`config.mk`:
```
export PLATFORM = sky130hd
export DESIGN_NAME = dns_response_a_record_parser_top
export DESIGN_NICKNAME = d
export VERILOG_FILES = /design/src/sv/dnsar_pkg.sv /design/src/sv/dnsar_cfg.sv /design/src/sv/dnsar_parser.sv /design/src/sv/dnsar_out_reg.sv /design/src/sv/dns_response_a_record_parser_top.sv
export SDC_FILE = /design/constraint.sdc
export NUM_CORES = 1
export LEC_CHECK = 0
export ABC_AREA = 0
export BUFFER_PORTS_ARGS = -buffer_cell sky130_fd_sc_hd__buf_4
export CORE_ASPECT_RATIO = 0.5
export CORE_MARGIN = 4
export CORE_UTILIZATION = 59
export DETAILED_ROUTE_END_ITERATION = 10
export PLACE_DENSITY = 0.81
export SLEW_MARGIN = 20
export SYNTH_ARGS = -nofsm -noshare
export SYNTH_HDL_FRONTEND = slang
export SYNTH_HIERARCHICAL = 1
export SYNTH_SLANG_ARGS = --single-unit
```
`constraint.sdc`:
```
create_clock -name clk -period 3.7 [get_ports clk]
set_input_delay 0.74 -clock clk [delete_from_list [all_inputs] [get_ports clk]]
set_output_delay 0.74 -clock clk [all_outputs]
set_load 0.005 [all_outputs]
```
`src/sv/dnsar_pkg.sv`:
```
// Package with shared types and constants for the DNS response A-record parser.
package dnsar_pkg;

	// One packet byte with its end-of-packet marker.
	typedef struct packed {
		logic [7:0] data_byte;
		logic       last_byte;
	} in_item_t;

	// One parse result, emitted on the last byte of a packet.
	typedef struct packed {
		logic [1:0]  status;
		logic [31:0] address;
	} out_item_t;

	// Result status codes.
	localparam logic [1:0] ST_FOUND    = 2'd0;
	localparam logic [1:0] ST_NO_A     = 2'd1;
	localparam logic [1:0] ST_MISMATCH = 2'd2;
	localparam logic [1:0] ST_SHORT    = 2'd3;

	// Register index of the transaction id register.
	localparam logic REG_EXPECTED_ID = 1'b0;

	// Protocol constants.
	localparam int unsigned HDR_BYTES   = 12;
	localparam logic [3:0]  FIXED_BYTES = 4'd10;
	localparam logic [3:0]  ADDR_BYTES  = 4'd4;
	localparam logic [7:0]  PTR_MASK    = 8'hC0;

	// Parser phases, one-hot.
	typedef enum logic [10:0] {
		PH_HDR    = 11'b00000000001,
		PH_QLEN   = 11'b00000000010,
		PH_QSKIP  = 11'b00000000100,
		PH_QFIX   = 11'b00000001000,
		PH_ANAME  = 11'b00000010000,
		PH_ASCAN  = 11'b00000100000,
		PH_APTR   = 11'b00001000000,
		PH_FIXED  = 11'b00010000000,
		PH_RDATA  = 11'b00100000000,
		PH_SKIPRD = 11'b01000000000,
		PH_DONE   = 11'b10000000000
	} phase_t;

endpackage

```
`src/sv/dnsar_cfg.sv`:
```
// Configuration register file holding the expected transaction id.
module dnsar_cfg import dnsar_pkg::*; (
	input  logic        clk,
	input  logic        arst_n,
	input  logic        psel,
	input  logic        penable,
	input  logic        pwrite,
	input  logic [2:0]  paddr,
	input  logic [31:0] pwdata,
	output logic [31:0] prdata,
	output logic        pready,
	output logic [15:0] expected_id
);

	logic [15:0] expected_id_q;
	logic        sel_id;

	// Word address decode: only the first word holds a register.
	assign sel_id = (paddr[2] == REG_EXPECTED_ID);

	// Register write in the access phase.
	always_ff @(posedge clk or negedge arst_n) begin
		if (!arst_n) begin
			expected_id_q <= '0;
		end else if (psel && penable && pwrite && sel_id) begin
			expected_id_q <= pwdata[15:0];
		end
	end

	// Read data and ready.
	assign prdata      = sel_id ? {16'd0, expected_id_q} : 32'd0;
	assign pready      = 1'b1;
	assign expected_id = expected_id_q;

endmodule

```
`src/sv/dnsar_parser.sv`:
```
// Byte-serial DNS response parser: one state update per accepted byte.
module dnsar_parser import dnsar_pkg::*; #(
	parameter int MAX_PACKET_BYTES = 512
) (
	input  logic        clk,
	input  logic        arst_n,
	input  logic        accept,
	input  in_item_t    item,
	input  logic [15:0] expected_id,
	output logic        emit,
	output out_item_t   result
);

	localparam int PosW = $clog2(MAX_PACKET_BYTES + 1);

	logic [PosW-1:0] pos_q, pos_nx;
	phase_t          phase_q, phase_nx;
	logic [15:0]     answers_q, answers_nx;
	logic [15:0]     skip_q, skip_nx;
	logic [3:0]      shift_q, shift_nx;
	logic [31:0]     accum_q, accum_nx;
	logic            found_q, found_nx;
	logic            idm_q, idm_nx;

	// Next packet state for the byte at the input.
	always_comb begin
		logic [7:0]  b;
		logic [15:0] ans_dec;
		logic [15:0] skip_dec;
		logic [3:0]  shift_inc;
		logic [31:0] fix_type;
		logic [15:0] fix_len;

		b          = item.data_byte;
		ans_dec    = answers_q - 16'd1;
		skip_dec   = skip_q - 16'd1;
		shift_inc  = shift_q + 4'd1;
		fix_type   = accum_q;
		fix_len    = skip_q;

		pos_nx     = pos_q;
		phase_nx   = phase_q;
		answers_nx = answers_q;
		skip_nx    = skip_q;
		shift_nx   = shift_q;
		accum_nx   = accum_q;
		found_nx   = found_q;
		idm_nx     = idm_q;

		// Bytes past the size limit leave the state alone.
		if (pos_q != PosW'(MAX_PACKET_BYTES)) begin
			pos_nx = pos_q + PosW'(1);
			unique case (phase_q)
				PH_HDR: begin
					if (pos_q == PosW'(0)) begin
						idm_nx = (b == expected_id[7:0]);
					end else if (pos_q == PosW'(1)) begin
						idm_nx = idm_q & (b == expected_id[15:8]);
					end else if (pos_q == PosW'(6)) begin
						answers_nx = {b, 8'd0};
					end else if (pos_q == PosW'(7)) begin
						answers_nx = answers_q | {8'd0, b};
					end
					if (pos_q == PosW'(HDR_BYTES - 1)) begin
						phase_nx = (answers_q == 16'd0) ? PH_DONE : PH_QLEN;
					end
				end
				PH_QLEN: begin
					if (b == 8'd0) begin
						skip_nx  = 16'd4;
						phase_nx = PH_QFIX;
					end else if ((b & PTR_MASK) == PTR_MASK) begin
						skip_nx  = 16'd5;
						phase_nx = PH_QFIX;
					end else begin
						skip_nx  = {8'd0, b};
						phase_nx = PH_QSKIP;
					end
				end
				PH_QSKIP: begin
					skip_nx = skip_dec;
					if (skip_dec == 16'd0) begin
						phase_nx = PH_QLEN;
					end
				end
				PH_QFIX: begin
					skip_nx = skip_dec;
					if (skip_dec == 16'd0) begin
						phase_nx = PH_ANAME;
					end
				end
				PH_ANAME: begin
					shift_nx = 4'd0;
					accum_nx = 32'd0;
					if ((b & PTR_MASK) == PTR_MASK) begin
						phase_nx = PH_APTR;
					end else if (b == 8'd0) begin
						phase_nx = PH_FIXED;
					end else begin
						phase_nx = PH_ASCAN;
					end
				end
				PH_ASCAN: begin
					if (b == 8'd0) begin
						phase_nx = PH_FIXED;
					end
				end
				PH_APTR: begin
					phase_nx = PH_FIXED;
				end
				PH_FIXED: begin
					// The accumulator holds the record type, the skip count the rdlen.
					if (shift_q == 4'd0) begin
						fix_type = {16'd0, b, 8'd0};
					end else if (shift_q == 4'd1) begin
						fix_type = accum_q | {24'd0, b};
					end else if (shift_q == 4'd8) begin
						fix_len = {b, 8'd0};
					end else if (shift_q == 4'd9) begin
						fix_len = skip_q | {8'd0, b};
					end
					accum_nx = fix_type;
					skip_nx  = fix_len;
					shift_nx = shift_inc;
					if (shift_inc == FIXED_BYTES) begin
						shift_nx = 4'd0;
						if (fix_type == 32'd1 && fix_len == {12'd0, ADDR_BYTES}) begin
							accum_nx = 32'd0;
							phase_nx = PH_RDATA;
						end else if (fix_len == 16'd0) begin
							answers_nx = ans_dec;
							phase_nx   = (ans_dec == 16'd0) ? PH_DONE : PH_ANAME;
						end else begin
							phase_nx = PH_SKIPRD;
						end
					end
				end
				PH_RDATA: begin
					accum_nx = {accum_q[23:0], b};
					shift_nx = shift_inc;
					if (shift_inc == ADDR_BYTES) begin
						found_nx = 1'b1;
						phase_nx = PH_DONE;
					end
				end
				PH_SKIPRD: begin
					skip_nx = skip_dec;
					if (skip_dec == 16'd0) begin
						answers_nx = ans_dec;
						phase_nx   = (ans_dec == 16'd0) ? PH_DONE : PH_ANAME;
					end
				end
				PH_DONE: begin
				end
				default: begin
				end
			endcase
		end
	end

	// Result for a packet that ends with this byte.
	always_comb begin
		result.address = 32'd0;
		if (pos_nx < PosW'(HDR_BYTES)) begin
			result.status = ST_SHORT;
		end else if (!idm_nx) begin
			result.status = ST_MISMATCH;
		end else if (found_nx && accum_nx != 32'd0) begin
			result.status  = ST_FOUND;
			result.address = accum_nx;
		end else begin
			result.status = ST_NO_A;
		end
	end

	assign emit = accept && item.last_byte;

	// Packet state: advance per byte, back to reset after the last byte.
	always_ff @(posedge clk or negedge arst_n) begin
		if (!arst_n) begin
			pos_q     <= '0;
			phase_q   <= PH_HDR;
			answers_q <= '0;
			skip_q    <= '0;
			shift_q   <= '0;
			accum_q   <= '0;
			found_q   <= 1'b0;
			idm_q     <= 1'b1;
		end else if (accept) begin
			if (item.last_byte) begin
				pos_q     <= '0;
				phase_q   <= PH_HDR;
				answers_q <= '0;
				skip_q    <= '0;
				shift_q   <= '0;
				accum_q   <= '0;
				found_q   <= 1'b0;
				idm_q     <= 1'b1;
			end else begin
				pos_q     <= pos_nx;
				phase_q   <= phase_nx;
				answers_q <= answers_nx;
				skip_q    <= skip_nx;
				shift_q   <= shift_nx;
				accum_q   <= accum_nx;
				found_q   <= found_nx;
				idm_q     <= idm_nx;
			end
		end
	end

endmodule

```
`src/sv/dnsar_out_reg.sv`:
```
// Result register that holds one item until the receiver takes it.
module dnsar_out_reg import dnsar_pkg::*; (
	input  logic      clk,
	input  logic      arst_n,
	input  logic      load,
	input  out_item_t load_item,
	input  logic      out_stall,
	output logic      out_valid,
	output out_item_t out_item,
	output logic      full_stalled
);

	logic      valid_q;
	out_item_t item_q;

	// Load a new result, or drop the held one once it has been taken.
	always_ff @(posedge clk or negedge arst_n) begin
		if (!arst_n) begin
			valid_q <= 1'b0;
		end else if (load) begin
			valid_q <= 1'b1;
		end else if (!out_stall) begin
			valid_q <= 1'b0;
		end
	end

	// Payload needs no reset.
	always_ff @(posedge clk) begin
		if (load) begin
			item_q <= load_item;
		end
	end

	assign out_valid    = valid_q;
	assign out_item     = item_q;
	assign full_stalled = valid_q && out_stall;

endmodule

```
`src/sv/dns_response_a_record_parser_top.sv`:
```
// Top level of the DNS response A-record parser.
//
// The input channel carries one packet byte per item with a last-byte marker;
// the output channel carries one status and IPv4 address per packet.
// Bytes 0 and 1 must match the expected_id register (low byte first), the
// answer count comes from bytes 6 and 7, and the first type-1 record with a
// four-byte rdata is captured.
// Throughput is one byte per cycle while in_stall is low: each byte is one
// update of the packet state registers. The result appears on out_valid in
// the cycle after the last byte is accepted, from the output result register.
// While a result waits under out_stall, bytes keep flowing; only a next
// last byte is held off (in_stall) until the waiting result is taken.
// Reset clears the packet state and the expected id and empties the result
// register. The user must write expected_id over the APB port only while no
// packet is in flight; the block does not enforce this. pready is always high.
module dns_response_a_record_parser_top import dnsar_pkg::*; #(
	parameter int MAX_PACKET_BYTES = 512
) (
	input  logic        clk,
	input  logic        arst_n,
	input  logic        in_valid,
	output logic        in_stall,
	input  in_item_t    in_item,
	output logic        out_valid,
	input  logic        out_stall,
	output out_item_t   out_item,
	input  logic        psel,
	input  logic        penable,
	input  logic        pwrite,
	input  logic [2:0]  paddr,
	input  logic [31:0] pwdata,
	output logic [31:0] prdata,
	output logic        pready
);

	logic [15:0] expected_id;
	logic        accept;
	logic        emit;
	out_item_t   result;
	logic        full_stalled;

	// Only a packet's last byte needs a free result slot.
	assign in_stall = full_stalled && in_item.last_byte;
	assign accept   = in_valid && !in_stall;

	dnsar_cfg u_cfg (
		.clk         (clk),
		.arst_n      (arst_n),
		.psel        (psel),
		.penable     (penable),
		.pwrite      (pwrite),
		.paddr       (paddr),
		.pwdata      (pwdata),
		.prdata      (prdata),
		.pready      (pready),
		.expected_id (expected_id)
	);

	dnsar_parser #(
		.MAX_PACKET_BYTES (MAX_PACKET_BYTES)
	) u_parser (
		.clk         (clk),
		.arst_n      (arst_n),
		.accept      (accept),
		.item        (in_item),
		.expected_id (expected_id),
		.emit        (emit),
		.result      (result)
	);

	dnsar_out_reg u_out (
		.clk          (clk),
		.arst_n       (arst_n),
		.load         (emit),
		.load_item    (result),
		.out_stall    (out_stall),
		.out_valid    (out_valid),
		.out_item     (out_item),
		.full_stalled (full_stalled)
	);

endmodule

```
==> flow_metrics.tcl <==
set metrics [dict create \
    via_per_inst 6.62 \
    fp.dieW_um 186 \
    power.density_nw_per_um2 432 \
    vdd_ir_drop_max_uv 301 \
    drv_cap 0 \
    gp_congestion 0.992 \
    p_clk_frac 0.362 \
    busiest_layer "met2" \
    reg2reg_to "u_parser/phase_q[8]$_DFFE_PN0P_" \
    fin_setup_tns_ns 0 \
    reg2reg_slack_ns 0.37 \
    p_int_mw 3.05 \
    num_antenna_cells 0 \
    crit_path_start_kind "flop" \
    cp-end-kind "flop" \
    rsz0062_at_grt "false" \
    cts_resized 0 \
    fin_crit_ns 3.33 \
    switching_power_mw 1.55 \
    cts_max_level 4 \
    path_delay_family "simple AND/OR/NAND/NOR gates" \
    drt_first_pass_iters 5 \
    synth_cell_types 85 \
    grt_util_met2 0.471 \
    ff2ff_path_depth 9 \
    tritoncts "yes" \
    cp.buffers_inverters 1 \
    comb_power_share 0.239 \
    drc_errors 0 \
    clock-root-buffer "clkbuf_16" \
    met3_usage 0.0616 \
    final_cells 1364 \
    max_freq_mhz 301 \
    cp.arrival_ns 3.66 \
    crit_path_top_delay_cell "nor4_1" \
    dieArea_um2 18100 \
    synth_seq_area_share 0.398 \
    grt_pass1_vias 8335 \
    grtUsageTotal 0.306 \
    dp_cells 1332 \
    syn2layout_area_growth_pct 13.8 \
    critPathRequiredTime_ns 4.04 \
    dp_hpwl_um 19500 \
    hp-class "in -> async" \
    finClkSkew_ns 0.00954 \
    ctsLongestPathBuffers 2 \
    worst_skew_pair.late_latency_ns 0.42 \
    synth_edf_count 34 \
    drt_iter0_drc 1210 \
    core_area_um2 15500 \
    grt_max_degree 69 \
    layout_common_cells "122 x nor2_1, 110 x buf_4, 106 x dfrtp_1, 106 x nand2_1, 90 x o21ai_0" \
    sequentialPowerShare 0.398 \
    fin_nets 1211 \
    syn_area_um2 9350 \
    ys_warn_count 6 \
    maxSlewViolCount 0 \
    synthFlopType "dfrtp_1" \
    sw_frac_of_total 0.338 \
    cts_hold_buf 0 \
    postSynthRegisterBits 142 \
    synth_cells 1095 \
    async_flop_share 0.761 \
    slowest_delay_ns 0.56 \
    hold_violations 0 \
    grt_use_met1 0.443 \
    critPathKind "reg -> reg" \
    gr-total-overflow 0 \
    numCtsBuffers 17 \
    tightestPinTransition_ns 0.938 \
    reg2reg_from "u_parser/shift_q[0]$_DFFE_PN0P_" \
    slew_headroom 0.369 \
    layout-drive-gt1-share 0.162 \
    cts_setup_buffers 0 \
    syn_avg_cell_area_um2 8.54 \
    initial_utilization 0.605 \
    antenna_found_initial 0 \
    nFillCells 1225 \
    crit_chain "inv_1 > ha_1 > or3b_1 > mux2i_1 > nand4b_1 > or4_1 > nor4_1 > nand2_1 > o21ai_0" \
    antenna_left 0 \
    crit_fanout 8 \
    io_pins 120 \
    grt_pass1_wl_um 44500 \
    die_h_um 97.0 \
    cts_num_sinks 142 \
    io_buffers 84 \
    routed_wl_um 28000 \
    status "finished, final reports clean" \
    finalSetupViolations 0 \
    vias 9035 \
    wl_per_cell_um 20.5 \
    leakage_nw 4.41 \
    timing.final.crit_share 0.899 \
    final_common_cell "nor2_1" \
    row_count 32 \
    cts.clk_slew.worst_paths_ns 0.07 \
]
kinds of logic (layout without fill, tap and decap cells):
family,count (synthesis),in the layout,synth area share
buffers and inverters,130,180,0.0654
other,2,17,0.000803
AND/OR/NAND/NOR,450,450,0.249
AO/OA/AOI/OAI,309,309,0.214
multiplexers,23,23,0.0308
XOR/XNOR,26,26,0.0243
adder cells (fa/ha/maj),13,13,0.0174
flip-flops,142,142,0.398
per-stage QoR:
step | util | hold slack, ns | power (mW) | setup WS [ns] | area, um2
3_5_place_dp | 0.651 | 0.491 | 2.92 | 0.347 | 10100
5_1_grt | 0.688 | 0.334 | 4.80 | 0.0490 | 10600
6_report | 0.688 | 0.300 | 4.60 | 0.374 | 10600
3_3_place_gp | 0.651 | 0.480 | 2.90 | 0.327 | 10100
2_1_floorplan | - | 0.444 | 2.58 | 0.432 | 9410
4_1_cts | 0.688 | 0.317 | 4.58 | 0.479 | 10600
worst max-delay path by stage:
| stage | start | endpoint | slack (ns) | depth (start not counted) |
|---|---|---|---|---|
| 2_1_floorplan | out_stall | u_parser/phase_q[4]$_DFFE_PN0P_ | 0.43 | 9 |
| 3_3_place_gp | in_item[1] | u_out/out_item[32]$_DFFE_PP_ | 0.33 | 9 |
| 3_5_place_dp | in_item[1] | u_out/out_item[32]$_DFFE_PP_ | 0.35 | 9 |
| 4_1_cts | u_parser/shift_q[0]$_DFFE_PN0P_ | u_parser/phase_q[8]$_DFFE_PN0P_ | 0.48 | 9 |
| 5_1_grt | u_parser/shift_q[0]$_DFFE_PN0P_ | u_parser/phase_q[8]$_DFFE_PN0P_ | 0.05 | 9 |
| 6_report | u_parser/shift_q[0]$_DFFE_PN0P_ | u_parser/phase_q[8]$_DFFE_PN0P_ | 0.37 | 9 |
power groups by stage:
stage	Clock (mW)	Combinational [mW]	Sequential (mW)
after floorplan	0	0.786	1.80
after global placement	0	1.05	1.85
after detailed placement	0	1.07	1.86
after CTS	1.68	1.07	1.83
after global routing	1.76	1.19	1.85
final	1.67	1.10	1.83
Yosys cell counts, types with 13 or more instances:
cell type | number | area (um2)
inv_1 | 36 | 135
nand2_1 | 106 | 398
xnor2_1 | 17 | 149
nor2b_1 | 17 | 106
a22oi_1 | 28 | 210
nor2_1 | 122 | 458
nor3_1 | 39 | 195
o21ai_0 | 90 | 450
dfrtp_1 | 106 | 2650
buf_4 | 18 | 135
a21oi_1 | 52 | 260
ha_1 | 13 | 163
edfxtp_1 | 34 | 1020
clkbuf_1 | 59 | 221
or4_1 | 15 | 113
nand4_1 | 15 | 93.8
nor4_1 | 20 | 125
o22ai_1 | 25 | 156
nand3_1 | 20 | 100
a22o_1 | 19 | 166
state kept, by name, indices dropped and copies added (netlist names), 4 cells and up:
signal              count
u_out/out_item         34
u_parser/shift_q        4
u_parser/phase_q       11
u_parser/skip_q        16
u_parser/answers_q     16
u_parser/pos_q         10
u_parser/accum_q       32
u_cfg/expected_id      16
area by class of cell:
| type | count | area, um2 | share of cell area |
|---|---|---|---|
| Clock inverter | 15 | 146 | 0.0138 |
| Clock buffer | 17 | 425 | 0.0400 |
| Multi-Input combinational cell | 838 | 5090 | 0.478 |
| Timing Repair Buffer | 112 | 866 | 0.0814 |
| Tap cell | 204 | 255 | 0.0240 |
| Inverter | 36 | 135 | 0.0127 |
| Sequential cell | 142 | 3730 | 0.350 |
layer usage:
metal / vias to the layer above / share of wire
li1: 4092 / -
met1: 4325 / 0.43
met2: 557 / 0.45
met3: 61 / 0.10
met4: 0 / 0.021
met5: - / 0
Note: power is estimated with default switching activity, not from simulation.
